## config.mk

```make
export PLATFORM = sky130hd
export DESIGN_NAME = byte_run_length_encoder
export DESIGN_NICKNAME = d
export VERILOG_FILES = /design/src/design/brle_pkg.sv /design/src/design/brle_lane.sv /design/src/design/brle_pair_buf.sv /design/src/design/byte_run_length_encoder.sv
export SDC_FILE = /design/constraint.sdc
export NUM_CORES = 1
export LEC_CHECK = 0
export BUFFER_PORTS_ARGS = -buffer_cell sky130_fd_sc_hd__buf_2
export CORE_MARGIN = 10
export CORE_UTILIZATION = 55
export DETAILED_ROUTE_END_ITERATION = 8
export PLACE_DENSITY = 0.84
export REMOVE_ABC_BUFFERS = 1
export SYNTH_ARGS = -nofsm -noshare
export SYNTH_HDL_FRONTEND = slang
export SYNTH_SLANG_ARGS = --single-unit
```

## constraint.sdc

```tcl
create_clock -name clk -period 8.5 [get_ports clk]
set_input_delay 1.275 -clock clk [delete_from_list [all_inputs] [get_ports clk]]
set_output_delay 1.275 -clock clk [all_outputs]
set_load 0.01 [all_outputs]
```

## src/design/brle_pkg.sv

```systemverilog
// ============================================================================
// Byte run-length encoder package
// Shared types and constants for the lanes, the pair buffer and the top level.
// ============================================================================
`default_nettype none

package brle_pkg;

    // Longest run held in one pair, as length minus one.
    localparam logic [7:0] RUN_MAX = 8'd255;

    // Width of a lane position; an item carries at most eight bytes.
    localparam int POS_W = 3;

    // One (count, value) pair.
    typedef struct packed {
        logic [7:0] cnt;
        logic [7:0] val;
    } pair_t;

    // Position of the latest run start seen so far along the lanes.
    typedef struct packed {
        logic             seen;
        logic [POS_W-1:0] pos;
    } chain_t;

    // What one lane found about its byte.
    typedef struct packed {
        logic  brk;
        logic  start;
        pair_t pair;
    } lane_res_t;

endpackage

`default_nettype wire

```

## src/design/brle_lane.sv

```systemverilog
// ============================================================================
// Byte run-length encoder lane
// Compares one byte with its neighbor and decides whether a run closes here,
// and if so, the pair for the run that closes.
// ============================================================================
`default_nettype none

module brle_lane #(
    parameter int LANE_IDX = 0
) (
    input  wire logic [7:0]         cur_byte,
    input  wire logic [7:0]         prev_byte,
    input  wire logic               lane_valid,
    input  wire logic               run_open,
    input  wire logic [7:0]         held_count,
    input  wire brle_pkg::chain_t   chain_in,
    output brle_pkg::chain_t        chain_out,
    output brle_pkg::lane_res_t     res
);
    import brle_pkg::*;

    logic       first_byte;
    logic       ovf;
    logic [8:0] held_sum;
    logic [3:0] local_len;

    // The held run already holds 256 bytes before this byte, so adding it would overflow the pair.
    assign held_sum   = {1'b0, held_count} + 9'(LANE_IDX);
    assign ovf        = !chain_in.seen && (held_sum == {1'b0, RUN_MAX});
    assign first_byte = (LANE_IDX == 0) && !run_open;

    assign local_len = 4'(LANE_IDX) - {1'b0, chain_in.pos} - 4'd1;

    always_comb
    begin
        res.brk   = lane_valid && !first_byte && ((cur_byte != prev_byte) || ovf);
        res.start = lane_valid && (res.brk || first_byte);
        res.pair.val = prev_byte;
        if (chain_in.seen)
        begin
            res.pair.cnt = {4'd0, local_len};
        end
        else
        begin
            res.pair.cnt = held_sum[7:0];
        end
        if (res.start)
        begin
            chain_out.seen = 1'b1;
            chain_out.pos  = POS_W'(LANE_IDX);
        end
        else
        begin
            chain_out = chain_in;
        end
    end

endmodule

`default_nettype wire

```

## src/design/brle_pair_buf.sv

```systemverilog
// ============================================================================
// Byte run-length encoder pair buffer
// Holds the pairs of one item and hands them out one per transfer, in order.
// ============================================================================
`default_nettype none

module brle_pair_buf #(
    parameter int SLOTS = 9
) (
    input  wire logic               clk,
    input  wire logic               rst_n,
    input  wire logic               load,
    input  wire logic [SLOTS-1:0]   load_mask,
    input  wire brle_pkg::pair_t    load_pairs [SLOTS],
    output logic                    free,
    output logic                    out_valid,
    input  wire logic               out_ready,
    output logic [7:0]              run_length_minus_one,
    output logic [7:0]              run_byte,
    output logic                    last_pair
);
    import brle_pkg::*;

    logic [SLOTS-1:0] mask_reg;
    logic [SLOTS-1:0] mask_next;
    logic [SLOTS-1:0] sel;
    pair_t            pair_reg [SLOTS];
    pair_t            pair_sel;
    logic             xfer;

    // Lowest pending slot goes out first.
    assign sel       = mask_reg & (~mask_reg + SLOTS'(1));
    assign out_valid = (mask_reg != '0);
    assign last_pair = ((mask_reg & ~sel) == '0);
    assign xfer      = out_valid && out_ready;
    assign free      = !out_valid || (xfer && last_pair);

    always_comb
    begin
        pair_sel = '0;
        for (int i = 0; i < SLOTS; i++)
        begin
            if (sel[i])
            begin
                pair_sel = pair_sel | pair_reg[i];
            end
        end
    end

    assign run_length_minus_one = pair_sel.cnt;
    assign run_byte             = pair_sel.val;

    always_comb
    begin
        mask_next = mask_reg;
        if (load)
        begin
            mask_next = load_mask;
        end
        else if (xfer)
        begin
            mask_next = mask_reg & ~sel;
        end
    end

    always_ff @(posedge clk or negedge rst_n)
    begin
        if (!rst_n)
        begin
            mask_reg <= '0;
        end
        else
        begin
            mask_reg <= mask_next;
        end
    end

    always_ff @(posedge clk)
    begin
        if (load)
        begin
            for (int i = 0; i < SLOTS; i++)
            begin
                pair_reg[i] <= load_pairs[i];
            end
        end
    end

endmodule

`default_nettype wire

```

## src/design/byte_run_length_encoder.sv

```systemverilog
// ============================================================================
// Byte run-length encoder
// Turns a packed byte stream into (run length minus one, byte) pairs.
// ============================================================================
// An input transfer carries up to LANES bytes, byte zero in the low bits, with
// byte_count giving how many are used (counts above LANES are clipped to
// LANES, a count of zero takes no bytes). Each output transfer is one pair: a
// byte value and the length of its run minus one, so a pair covers 1 to 256
// equal bytes; a longer run is split into several pairs. The open run is
// carried across input transfers, and end_of_stream flushes it after the
// item's bytes and clears the held state. last_pair marks the final pair that
// an input transfer produced; a transfer that closes no run produces nothing.
// Operation: an accepted item is registered and compared by LANES parallel
// lanes; its pairs load into a pair buffer once it is free, and the buffer
// drains one pair per cycle while out_ready is high. The next item loads as
// the last pair of the previous one goes out; until then it waits in the item
// register and in_ready is low. An item produces at most LANES + 1 pairs.
// ============================================================================
`default_nettype none

module byte_run_length_encoder #(
    parameter int LANES = 8
) (
    input  wire logic        clk,
    input  wire logic        rst_n,
    input  wire logic        in_valid,
    output logic             in_ready,
    input  wire logic [63:0] data_bytes,
    input  wire logic [3:0]  byte_count,
    input  wire logic        end_of_stream,
    output logic             out_valid,
    input  wire logic        out_ready,
    output logic [7:0]       run_length_minus_one,
    output logic [7:0]       run_byte,
    output logic             last_pair
);
    import brle_pkg::*;

    localparam int SLOTS = LANES + 1;

    // Item register between the input port and the lanes.
    logic              item_vld_reg;
    logic              item_vld_next;
    logic [63:0]       data_reg;
    logic [3:0]        nbytes_reg;
    logic              eos_reg;

    // Open run carried from item to item.
    logic [7:0]        held_byte_reg;
    logic [7:0]        held_byte_next;
    logic [7:0]        held_count_reg;
    logic [7:0]        held_count_next;
    logic              run_open_reg;
    logic              run_open_next;

    logic              accept;
    logic              load;
    logic              buf_free;
    logic [SLOTS-1:0]  load_mask;
    pair_t             load_pairs [SLOTS];
    chain_t            chain [LANES+1];
    lane_res_t         lane_res [LANES];
    logic [3:0]        nbytes;
    logic [7:0]        end_byte;
    logic [7:0]        end_count;
    logic              end_open;
    logic [3:0]        tail_len;

    assign accept   = in_valid && in_ready;
    assign load     = item_vld_reg && buf_free;
    assign in_ready = !item_vld_reg || load;

    // Byte counts above the lane count are clipped.
    assign nbytes = (nbytes_reg > 4'(LANES)) ? 4'(LANES) : nbytes_reg;

    always_comb
    begin
        item_vld_next = item_vld_reg;
        if (accept)
        begin
            item_vld_next = 1'b1;
        end
        else if (load)
        begin
            item_vld_next = 1'b0;
        end
    end

    // Each lane checks its byte against the one before it; lane zero checks
    // against the held byte. The chain tells each lane where the latest run
    // started, which fixes the length of the run it closes.
    assign chain[0] = '{seen: 1'b0, pos: '0};

    for (genvar i = 0; i < LANES; i++)
    begin : g_lane
        logic [7:0] prev_b;
        if (i == 0)
        begin : g_first
            assign prev_b = held_byte_reg;
        end
        else
        begin : g_rest
            assign prev_b = data_reg[8*(i-1) +: 8];
        end

        brle_lane #(
            .LANE_IDX (i)
        ) u_lane (
            .cur_byte   (data_reg[8*i +: 8]),
            .prev_byte  (prev_b),
            .lane_valid (4'(i) < nbytes),
            .run_open   (run_open_reg),
            .held_count (held_count_reg),
            .chain_in   (chain[i]),
            .chain_out  (chain[i+1]),
            .res        (lane_res[i])
        );
    end

    // The run left open after the item's bytes.
    assign tail_len = nbytes - 4'd1 - {1'b0, chain[LANES].pos};

    always_comb
    begin
        end_byte = held_byte_reg;
        for (int i = 0; i < LANES; i++)
        begin
            if (4'(i + 1) == nbytes)
            begin
                end_byte = data_reg[8*i +: 8];
            end
        end
        if (nbytes == 4'd0)
        begin
            end_count = held_count_reg;
        end
        else if (chain[LANES].seen)
        begin
            end_count = {4'd0, tail_len};
        end
        else
        begin
            end_count = held_count_reg + {4'd0, nbytes};
        end
        end_open = run_open_reg || (nbytes != 4'd0);
    end

    // Merge: one buffer slot per lane in byte order, then the flush slot.
    always_comb
    begin
        for (int i = 0; i < LANES; i++)
        begin
            load_mask[i]  = lane_res[i].brk;
            load_pairs[i] = lane_res[i].pair;
        end
        load_mask[LANES]      = eos_reg && end_open;
        load_pairs[LANES].cnt = end_count;
        load_pairs[LANES].val = end_byte;
    end

    always_comb
    begin
        held_byte_next  = held_byte_reg;
        held_count_next = held_count_reg;
        run_open_next   = run_open_reg;
        if (load)
        begin
            if (eos_reg)
            begin
                held_byte_next  = '0;
                held_count_next = '0;
                run_open_next   = 1'b0;
            end
            else
            begin
                held_byte_next  = end_byte;
                held_count_next = end_count;
                run_open_next   = end_open;
            end
        end
    end

    always_ff @(posedge clk or negedge rst_n)
    begin
        if (!rst_n)
        begin
            item_vld_reg   <= 1'b0;
            held_byte_reg  <= '0;
            held_count_reg <= '0;
            run_open_reg   <= 1'b0;
        end
        else
        begin
            item_vld_reg   <= item_vld_next;
            held_byte_reg  <= held_byte_next;
            held_count_reg <= held_count_next;
            run_open_reg   <= run_open_next;
        end
    end

    always_ff @(posedge clk)
    begin
        if (accept)
        begin
            data_reg   <= data_bytes;
            nbytes_reg <= byte_count;
            eos_reg    <= end_of_stream;
        end
    end

    brle_pair_buf #(
        .SLOTS (SLOTS)
    ) u_pair_buf (
        .clk                  (clk),
        .rst_n                (rst_n),
        .load                 (load),
        .load_mask            (load_mask),
        .load_pairs           (load_pairs),
        .free                 (buf_free),
        .out_valid            (out_valid),
        .out_ready            (out_ready),
        .run_length_minus_one (run_length_minus_one),
        .run_byte             (run_byte),
        .last_pair            (last_pair)
    );

    // With no run open, no count may be left behind.
    a_closed_count_zero: assert property (@(posedge clk) disable iff (!rst_n)
        !run_open_reg |-> (held_count_reg == 8'd0))
        else $error("held count nonzero with no open run");

    // A waiting item must not be overrun while the buffer is still busy.
    a_hold_while_busy: assert property (@(posedge clk) disable iff (!rst_n)
        (item_vld_reg && !buf_free) |-> !in_ready)
        else $error("input taken while previous item is still waiting");

    // After the last pair of an item goes out, pairs only follow from a new load.
    a_last_drains: assert property (@(posedge clk) disable iff (!rst_n)
        (out_valid && out_ready && last_pair) |=> (!out_valid || $past(load)))
        else $error("pairs left over after the last pair of an item");

endmodule

`default_nettype wire

```

==> key figures, run 1 <==
Final layout
  • Commonest non-fill, non-tap cell in the layout: edfxtp_1
  • P&R area growth vs syn: 11.81%
  • Max reg flops: 144
  • Fill count: 1695
  • Layout cells sized above 1: 14.59%
  • Most frequent cells in the layout: edfxtp_1, buf_2, nor2_1, nand2_1, xnor2_1
  • Final Core Density: 62.24%
  • Post-route cell area: 13540 um^2
  • Final net count: 1171
  • Number of antenna repair diodes: 0

Place
  • RD Place Congestion: 0.9491
  • Setup Slack @ Placement: 3.199 ns
  • Dpl hpwl: 23220 um
  • Post-placement cell area: 12730 um^2
  • PortBufs: 91

Worst setup path
  • Worst Path Required: 8.81 ns
  • Crit path max fanout: 18
  • Data arrival, critical path: 5.69 ns
  • R2R Path Start: held_count_reg[3]$_DFFE_PN0P_
  • Worst Setup End Kind: register
  • Critical setup path kind: reg -> reg
  • Worst reg2reg endpoint: u_pair_buf.pair_reg[0][138]$_DFFE_PP_
  • R2R cell count: 13
  • Crit path launch type: register
  • Flop2flop setup slack: 3.12 ns

GRT
  • GRT overflow: 0
  • Initial antenna violation count: 0
  • Vias in the first global route: 8764
  • Largest net degree at the start of global routing: 89
  • Total GRT Usage: 22.54%
  • First-pass GRT wire length: 50780 um

Min path
  • Worst hold start: data_reg[48]$_DFFE_PP_
  • Worst Hold Path EP: u_pair_buf.pair_reg[0][112]$_DFFE_PP_
  • HP Class: reg -> reg
  • Worst Hold Path Cells: 0

STA
  • Endpoints failing setup: 0
  • F_max: 185.8 MHz
  • Setup Skew: 0.01897 ns
  • Worst Tran Pin Value: 1.217 ns
  • RSZ-0062 raised after global routing: no
  • Final hold vios: 0
  • Tcrit/Tclk final: 63.33%
  • Setup tns final: 0 ns
  • Relative slew slack: 18.63%
  • Post-route worst setup slack: 3.117 ns
  • Minimum clock period: 5.383 ns
  • Slew Viols, Final: 0

Floorplan
  • Die height: 168.4 um
  • Die W: 168.4 um
  • Die area: 28350 um^2
  • IO Count: 92
  • Initial core utilization: 55.66%
  • Core area: 21760 um^2
  • Rows: 54

Synth
  • Primary FF master, synth: edfxtp_1
  • Mapped Cells: 1009
  • Netlist cell types: 78
  • Largest area contributor in the netlist: edfxtp_1
  • Share of the synthesized area in the top cell type: 52.82%
  • Most area-consuming cells after synthesis: edfxtp_1, dfrtp_1, xnor2_1
  • Number of synthesized flops with an enable pin: 213
  • Synth Warn #: 0
  • Post-synthesis register bit count: 240
  • Ys async rst share: 11.25%
  • Mean Syn Cell Area: 12.00 um^2
  • Sequential area share after synthesis: 58.39%
  • Mapped Area: 12110 um^2

Route
  • First-pass iteration count of the detailed router: 5
  • Via density: 6.347
  • Wirelength per Cell: 23.65 um
  • Drc violations: 0
  • Total number of vias: 8696
  • Post-Route WL: 32410 um
  • 1st-iter DRT viols: 892
  • Post-route ant nets: 0

CTS
  • Post-cts hold buffer count: 0
  • Clk root buf: clkbuf_16
  • CTS Buffer Depth: 3
  • Clk Latency, worst-skew pair: 0.55 ns
  • CTS Buf Count: 25
  • CTS tree: built
  • Clock slew at reported path FFs: 0.07 ns
  • # H-tree levels: 1
  • Post-CTS Resized: 0
  • Clk sink count: 240
  • Setup bufs post-CTS: 0

Pwr
  • Worst IR Drop VDD: 319.1 uV
  • Power Density: 375.9 nW/um^2
  • Pwr Total: 5.090 mW
  • Static Leak: 4.672 nW

Outcome
  • Status: complete, no violations

Job
  • Max cap viols: 0
-- layer usage --
layer  part of all wire, %  wire length (um)  global-route usage, %  vias to the layer above
met3                   7.3              2370                  3.586                       86
met4                   4.0              1298                  8.403                        0
met1                    38             12410                  27.90                     4216
met5                     0                 0                      0                        -
li1                      -                 -                      -                     3970
met2                    50             16330                  38.86                      424
-- synth_stat cells, drive strengths merged, types with 4 or more instances --
library cell / count
nand4: 11
nand2b: 21
nand3: 10
o21bai: 5
a211oi: 8
xnor2: 62
buf: 16
o2bb2ai: 8
or2: 8
nor2b: 9
o211ai: 7
a221oi: 16
or4: 5
o21ai: 47
a31oi: 4
o21a: 4
dfrtp: 27
nor2: 89
inv: 9
a221o: 28
ha: 23
or3: 6
and3: 6
nor3: 13
a22o: 10
edfxtp: 213
xor2: 45
a21oi: 39
and2: 11
clkbuf: 46
mux2i: 11
a22oi: 33
nor4: 16
nand2: 84
o22ai: 12
-- through the flow --
stage          hold slack (ns)  cells
3_5_place_dp            0.5376   1326
6_report                0.5511   1370
4_1_cts                 0.5501   1370
5_1_grt                 0.5818   1370
3_3_place_gp            0.5261   1326
2_1_floorplan           0.4863    947
-- cell type report --
type,count,area [um^2],area share (%)
clock buffer,29,640.6,4.731
clock inverter,15,172.7,1.275
inverter,10,42.54,0.3142
multi-input combinational,697,4747,35.06
sequential,240,7072,52.23
tap,280,350.3,2.587
timing repair buffer,99,515.5,3.807
-- critical path, stage by stage, from the launching register on --
cell      delay (ns)
dfrtp_1         0.81
ha_1            0.56
xnor2_1         0.25
o22ai_1         0.19
a311oi_1        0.50
o211ai_2        0.22
or4_1           0.94
o221ai_2        0.27
o21ba_1         0.18
ha_1            0.23
fa_1            0.42
xnor2_1         0.19
o21ai_1         0.12
a31o_2          0.26
-- cell families (layout without fill, tap and decap cells) --
logic type	count (synthesis)	count (layout)	synth area share, %
adder cells (fa/ha/maj)	26	26	2.790
AND/OR/NAND/NOR	297	297	11.91
XOR/XNOR	107	107	7.738
AO/OA/AOI/OAI	254	254	15.48
buffers and inverters	72	153	2.593
multiplexers	13	13	1.095
flip-flops	240	240	58.39
-- power breakdown --
part | internal [mW] | switching (mW) | total [mW]
sequential | 1.89 | 0.365 | 2.26
clock | 0.634 | 0.456 | 1.09
combinational | 0.635 | 1.11 | 1.74
total | 3.16 | 1.93 | 5.09
-- worst max-delay path by stage --
stage,start,end,cells past startpoint
final,held_count_reg[3]$_DFFE_PN0P_,u_pair_buf.pair_reg[0][138]$_DFFE_PP_,13
after global routing,held_count_reg[3]$_DFFE_PN0P_,u_pair_buf.pair_reg[0][139]$_DFFE_PP_,14
after CTS,held_count_reg[3]$_DFFE_PN0P_,u_pair_buf.pair_reg[0][138]$_DFFE_PP_,13
after detailed placement,held_count_reg[3]$_DFFE_PN0P_,u_pair_buf.pair_reg[0][138]$_DFFE_PP_,13
after global placement,held_count_reg[3]$_DFFE_PN0P_,u_pair_buf.pair_reg[0][139]$_DFFE_PP_,14
after floorplan,out_ready,held_count_reg[0]$_DFFE_PN0P_,7
Note: power is estimated with default switching activity, not from simulation.
==> inputs of run 2 (changes only) <==
--- a/config.mk
+++ b/config.mk
@@ -5,11 +5,12 @@
 export SDC_FILE = /design/constraint.sdc
 export NUM_CORES = 1
 export LEC_CHECK = 0
+export ABC_AREA = 1
 export BUFFER_PORTS_ARGS = -buffer_cell sky130_fd_sc_hd__buf_2
 export CORE_MARGIN = 10
 export CORE_UTILIZATION = 55
 export DETAILED_ROUTE_END_ITERATION = 8
-export PLACE_DENSITY = 0.84
+export PLACE_DENSITY = 0.87
 export REMOVE_ABC_BUFFERS = 1
 export SYNTH_ARGS = -nofsm -noshare
 export SYNTH_HDL_FRONTEND = slang
==> constraint.sdc (replaced) <==
create_clock -name clk -period 4.4 [get_ports clk]
set_input_delay 0.66 -clock clk [delete_from_list [all_inputs] [get_ports clk]]
set_output_delay 0.66 -clock clk [all_outputs]
set_load 0.01 [all_outputs]
==> key figures, run 2 <==
Worst setup path
  • Crit path launch type: register
  • Crit path max fanout: 6
  • Max incr delay on CP: 0.46 ns
  • Crit path max-delay cell type: dfrtp_2
  • Worst Setup End Kind: register
  • Crit path buffers/inverters: 2
  • Critical setup path kind: reg -> reg
  • Cell family contributing the most delay on the critical path: simple AND/OR/NAND/NOR gates
  • Critical path destination: u_pair_buf.pair_reg[0][139]$_DFFE_PP_
  • R2R cell count: 37
  • Worst Path Required: 4.70 ns
  • R2R Path Start: held_count_reg[2]$_DFFE_PN0P_
  • Worst reg2reg endpoint: u_pair_buf.pair_reg[0][139]$_DFFE_PP_
  • Critical path origin: held_count_reg[2]$_DFFE_PN0P_
  • Most frequent CP cell: nand2_1
  • Data arrival, critical path: 4.62 ns
  • Flop2flop setup slack: 0.08 ns
  • WP depth: 37

STA
  • Setup Skew: 0.009020 ns
  • Worst Tran Pin Value: 0.9824 ns
  • RSZ-0062 raised after global routing: yes
  • Final hold vios: 0
  • F_max: 231.7 MHz
  • Slew Viols, Final: 0
  • Relative slew slack: 34.50%
  • Setup tns final: 0 ns
  • Minimum clock period: 4.315 ns
  • Tcrit/Tclk final: 98.07%
  • Endpoints failing setup: 0

Synth
  • Netlist cell types: 48
  • Share of the synthesized area in the top cell type: 52.67%
  • Largest area contributor in the netlist: edfxtp_1
  • Number of synthesized flops with an enable pin: 213
  • Post-synthesis register bit count: 240
  • Mapped Area: 12140 um^2
  • Most frequent cell after synthesis: nand2_1
  • Most area-consuming cells after synthesis: edfxtp_1, nand2_1, nand3_1
  • Synth cell count leaders: nand2_1, edfxtp_1, nand3_1, inv_1, nor2_1
  • Synth Warn #: 0
  • Mean Syn Cell Area: 10.02 um^2
  • Primary FF master, synth: edfxtp_1
  • Sequential area share after synthesis: 58.23%
  • Ys async rst share: 11.25%
  • Mapped Cells: 1212

Place
  • PortBufs: 91
  • RD Place Congestion: 0.9466
  • Dpl hpwl: 24720 um

Outcome
  • Status: complete, no violations

Route
  • 1st-iter DRT viols: 1076
  • Drc violations: 0
  • Wirelength per Cell: 20.70 um
  • Post-Route WL: 34390 um
  • First-pass iteration count of the detailed router: 6
  • Total number of vias: 9770
  • Via density: 5.882
  • Post-route ant nets: 0

CTS
  • CTS Buffer Depth: 3
  • Clk sink count: 240
  • CTS tree: built
  • Clk Latency, worst-skew pair: 0.54 ns
  • Clock slew at reported path FFs: 0.06 ns
  • Clk root buf: clkbuf_16
  • # H-tree levels: 1
  • CTS Buf Count: 25

Final layout
  • Commonest non-fill, non-tap cell in the layout: nand2_1
  • Number of antenna repair diodes: 0
  • Max reg flops: 144
  • Final net count: 1461
  • P&R area growth vs syn: 18.30%
  • Most frequent cells in the layout: nand2_1, edfxtp_1, nand3_1, nor2_1, inv_1
  • Layout cells sized above 1: 21.00%
  • Reg area: 7079 um^2
  • Footprint of the multi-input gates: 4666 um^2
  • Fill count: 1605

Pwr
  • Worst IR Drop VDD: 513.1 uV
  • Pwr Total: 10.21 mW
  • Static Leak: 5.610 nW
  • Power Density: 710.6 nW/um^2

GRT
  • Vias in the first global route: 9920
  • Initial antenna violation count: 0
  • Largest net degree at the start of global routing: 158
  • GRT overflow: 0
  • First-pass GRT wire length: 52320 um
  • Total GRT Usage: 23.29%

Floorplan
  • Die W: 168.6 um
  • Core area: 21760 um^2
  • IO Count: 92
  • Die area: 28420 um^2
  • Die height: 168.6 um
  • Rows: 54
  • Initial core utilization: 55.82%

Job
  • Max cap viols: 0

Min path
  • HP Class: in -> async
run 2: area by class of cell:
type                       instances  area share (%)
tap                              280           2.439
multi-input combinational        820           32.48
timing repair buffer             163           7.133
clock inverter                     9          0.9406
clock buffer                      36           4.712
inverter                         113           3.022
sequential                       240           49.28
run 2: worst min-delay path by stage:
stage | end | startpoint | cells after the start
final | g_lane[0].prev_b[6]$_DFFE_PN0P_ | rst_n | 1
after global routing | g_lane[0].prev_b[1]$_DFFE_PN0P_ | rst_n | 1
after CTS | g_lane[0].prev_b[0]$_DFFE_PN0P_ | rst_n | 1
after detailed placement | u_pair_buf.pair_reg[0][103]$_DFFE_PP_ | data_reg[47]$_DFFE_PP_ | 0
after global placement | u_pair_buf.pair_reg[0][1]$_DFFE_PP_ | g_lane[0].prev_b[1]$_DFFE_PN0P_ | 0
after floorplan | g_lane[0].prev_b[0]$_DFFE_PN0P_ | rst_n | 0
run 2: metal layers:
metal  vias up  part of all wire [%]  GRT usage [%]
met3       140                   8.2          3.729
met5         -                     0              0
met1      4605                    37          27.09
met4         0                   6.9          14.53
met2       548                    48          39.55
li1       4477                     -              -
run 2: metrics by stage:
stage	util, %	setup slack (ns)	hold slack, ns	instance area (um^2)	instances
6_report	66.03	0.08487	0.2406	14370	1661
3_5_place_dp	60.80	-0.1237	0.4781	13230	1599
2_1_floorplan	-	-2.059	0.3644	11980	1173
4_1_cts	64.80	0.002574	0.2350	14100	1647
5_1_grt	66.03	-0.1515	0.2672	14370	1661
3_3_place_gp	60.80	0.04829	0.4795	13230	1599
run 2: power by group:
group          internal (mW)  switching, mW
registers               3.66          0.549
logic                   1.27           2.62
clock network           1.25          0.864
run 2: timing repair:
item | CTS | global route
hold buffers | 0 | 0
resized for setup | 12 | 38
pin swaps | 3 | 24
endpoints found under the hold margin | 0 | 0
setup buffers | 3 | 14
endpoints found under the setup margin | 5 | 6
run 2: cells by family after synthesis:
family / Yosys count / synth area share (%)
compound gates: 157 / 7.233
simple gates: 560 / 21.24
xor+xnor: 74 / 5.337
fa+ha+maj: 25 / 2.699
flops: 240 / 58.23
buf+inv: 152 / 4.904
mux: 4 / 0.3503
==> inputs of run 3 (changes only) <==
--- a/config.mk
+++ b/config.mk
@@ -10,6 +10,7 @@
 export CORE_MARGIN = 10
 export CORE_UTILIZATION = 55
 export DETAILED_ROUTE_END_ITERATION = 8
+export MAX_ROUTING_LAYER = met4
 export PLACE_DENSITY = 0.87
 export REMOVE_ABC_BUFFERS = 1
 export SYNTH_ARGS = -nofsm -noshare
==> key figures, run 3 (synthesized netlist as in run 2, its figures left out) <==
Outcome
  • Status: complete, no violations

Final layout
  • Max reg flops: 144
  • Final net count: 1464
  • P&R area growth vs syn: 18.18%
  • Layout cells sized above 1: 21.59%
  • Most frequent cells in the layout: nand2_1, edfxtp_1, nand3_1, inv_1, nor2_1
  • Fill count: 1666
  • Commonest non-fill, non-tap cell in the layout: nand2_1
  • Number of antenna repair diodes: 0
  • Final Core Density: 65.97%
  • Post-route cell area: 14350 um^2

Worst setup path
  • Cell family contributing the most delay on the critical path: simple AND/OR/NAND/NOR gates
  • Crit path max fanout: 6
  • Most frequent CP cell: nand2_2
  • Worst Setup End Kind: register
  • WP depth: 39
  • Flop2flop setup slack: 0.01 ns
  • Critical setup path kind: reg -> reg
  • Crit path max-delay cell type: dfrtp_2
  • Max incr delay on CP: 0.43 ns
  • Worst Path Required: 4.71 ns
  • Crit path buffers/inverters: 2
  • Data arrival, critical path: 4.70 ns
  • R2R cell count: 39
  • Crit path launch type: register

STA
  • Post-route worst setup slack: 0.01198 ns
  • F_max: 227.9 MHz
  • Tcrit/Tclk final: 99.73%
  • Final hold vios: 0
  • Relative slew slack: 28.10%
  • Worst Tran Pin Value: 1.051 ns
  • Setup Skew: 0.01186 ns
  • RSZ-0062 raised after global routing: yes
  • Minimum clock period: 4.388 ns
  • Setup tns final: 0 ns
  • Endpoints failing setup: 0
  • Slew Viols, Final: 0

Route
  • 1st-iter DRT viols: 1025
  • Post-Route WL: 34370 um
  • Post-route ant nets: 0
  • Wirelength per Cell: 20.64 um
  • Total number of vias: 9680
  • First-pass iteration count of the detailed router: 5
  • Drc violations: 0
  • Via density: 5.814

Pwr
  • Comb power frac: 38.8%
  • NetSw: 4.076 mW
  • Sw Share: 40.28%
  • Clock network power share: 19.7%
  • Static Leak: 5.628 nW
  • Worst IR Drop VDD: 600.0 uV
  • Share of power burned in registers: 41.5%
  • Pwr Total: 10.12 mW
  • Internal: 6.042 mW
  • Power Density: 704.9 nW/um^2

GRT
  • Largest net degree at the start of global routing: 102
  • Total GRT Usage: 24.22%
  • First-pass GRT wire length: 53050 um
  • GRT overflow: 0
  • Vias in the first global route: 9800
  • Initial antenna violation count: 0

CTS
  • Clock slew at reported path FFs: 0.07 ns
  • Clk root buf: clkbuf_16
  • Clk Latency, worst-skew pair: 0.55 ns
  • CTS Buf Count: 25
  • # H-tree levels: 1
  • CTS tree: built
  • CTS Buffer Depth: 3
  • Clk sink count: 240

Floorplan
  • Die area: 28420 um^2
  • IO Count: 92
  • Initial core utilization: 55.82%
  • Die W: 168.6 um
  • Rows: 54
  • Die height: 168.6 um
  • Core area: 21760 um^2

Job
  • Max cap viols: 0

Place
  • Dpl hpwl: 24780 um
  • Post-placement cell area: 13270 um^2
  • RD Place Congestion: 0.9464
  • Setup Slack @ Placement: -0.09712 ns
  • PortBufs: 91

Min path
  • HP Class: in -> async
run 3: changes by cell type in the layout (fill, tap and decap cells not counted), moves of 2 or more:
cell       before  now
clkbuf_1       10    2
clkinv_2        2    9
clkinv_1        4    8
nand2_2        10   13
buf_4          69   71
bufinv_16       3    1
dfrtp_1        21   23
dfrtp_2         6    4
ha_2            0    2
inv_2          15   13
inv_6           0    2
nand2_1       237  235
run 3: final timing paths:
path / startpoint / to
setup / recovery: held_count_reg[2]$_DFFE_PN0P_ / u_pair_buf.pair_reg[0][139]$_DFFE_PP_
hold / removal: rst_n / run_open_reg$_DFFE_PN0P_
setup reg to reg: held_count_reg[2]$_DFFE_PN0P_ / u_pair_buf.pair_reg[0][139]$_DFFE_PP_
hold reg to reg: data_reg[9]$_DFFE_PP_ / u_pair_buf.pair_reg[0][33]$_DFFE_PP_
max in group asynchronous: rst_n / held_count_reg[5]$_DFFE_PN0P_
min in group clk: data_bytes[1] / data_reg[1]$_DFFE_PP_
run 3: timing repair:
action	in CTS	in global routing
setup endpoints to repair	5	8
gates resized for setup	9	45
hold buffers	0	0
pin swaps	3	27
buffers inserted	3	12
run 3: cell type report:
| class | instances | area, um^2 | share of cell area, % |
|---|---|---|---|
| inverter | 113 | 441.7 | 3.077 |
| sequential | 240 | 7077 | 49.31 |
| clock buffer | 27 | 633.1 | 4.411 |
| clock inverter | 19 | 135.1 | 0.9415 |
| multi-input combinational | 820 | 4664 | 32.50 |
| timing repair buffer | 166 | 1051 | 7.323 |
| tap | 280 | 350.3 | 2.441 |
run 3: metal layers:
| layer | vias up | track usage, % | part of all wire, % |
|---|---|---|---|
| met2 | 527 | 41.02 | 50 |
| met3 | 122 | 3.613 | 7.5 |
| met1 | 4540 | 28.15 | 38 |
| met5 | - | - | 0 |
| li1 | 4491 | - | - |
| met4 | 0 | 10.75 | 5.2 |
run 3: power by group through the flow:
stage | logic (mW) | clock network [mW] | registers [mW]
floorplan | 2.21 | 0 | 4.14
detailed placement | 3.74 | 0 | 4.21
global route | 4.28 | 2.13 | 4.27
global placement | 3.66 | 0 | 4.17
finish | 3.92 | 2.00 | 4.20
CTS | 3.79 | 2.01 | 4.17
run 3: stage by stage:
step / hold slack [ns] / instances
floorplan: 0.3644 / 1173
global placement: 0.4802 / 1604
detailed placement: 0.4848 / 1604
CTS: 0.2336 / 1653
global route: 0.2513 / 1665
finish: 0.2185 / 1665
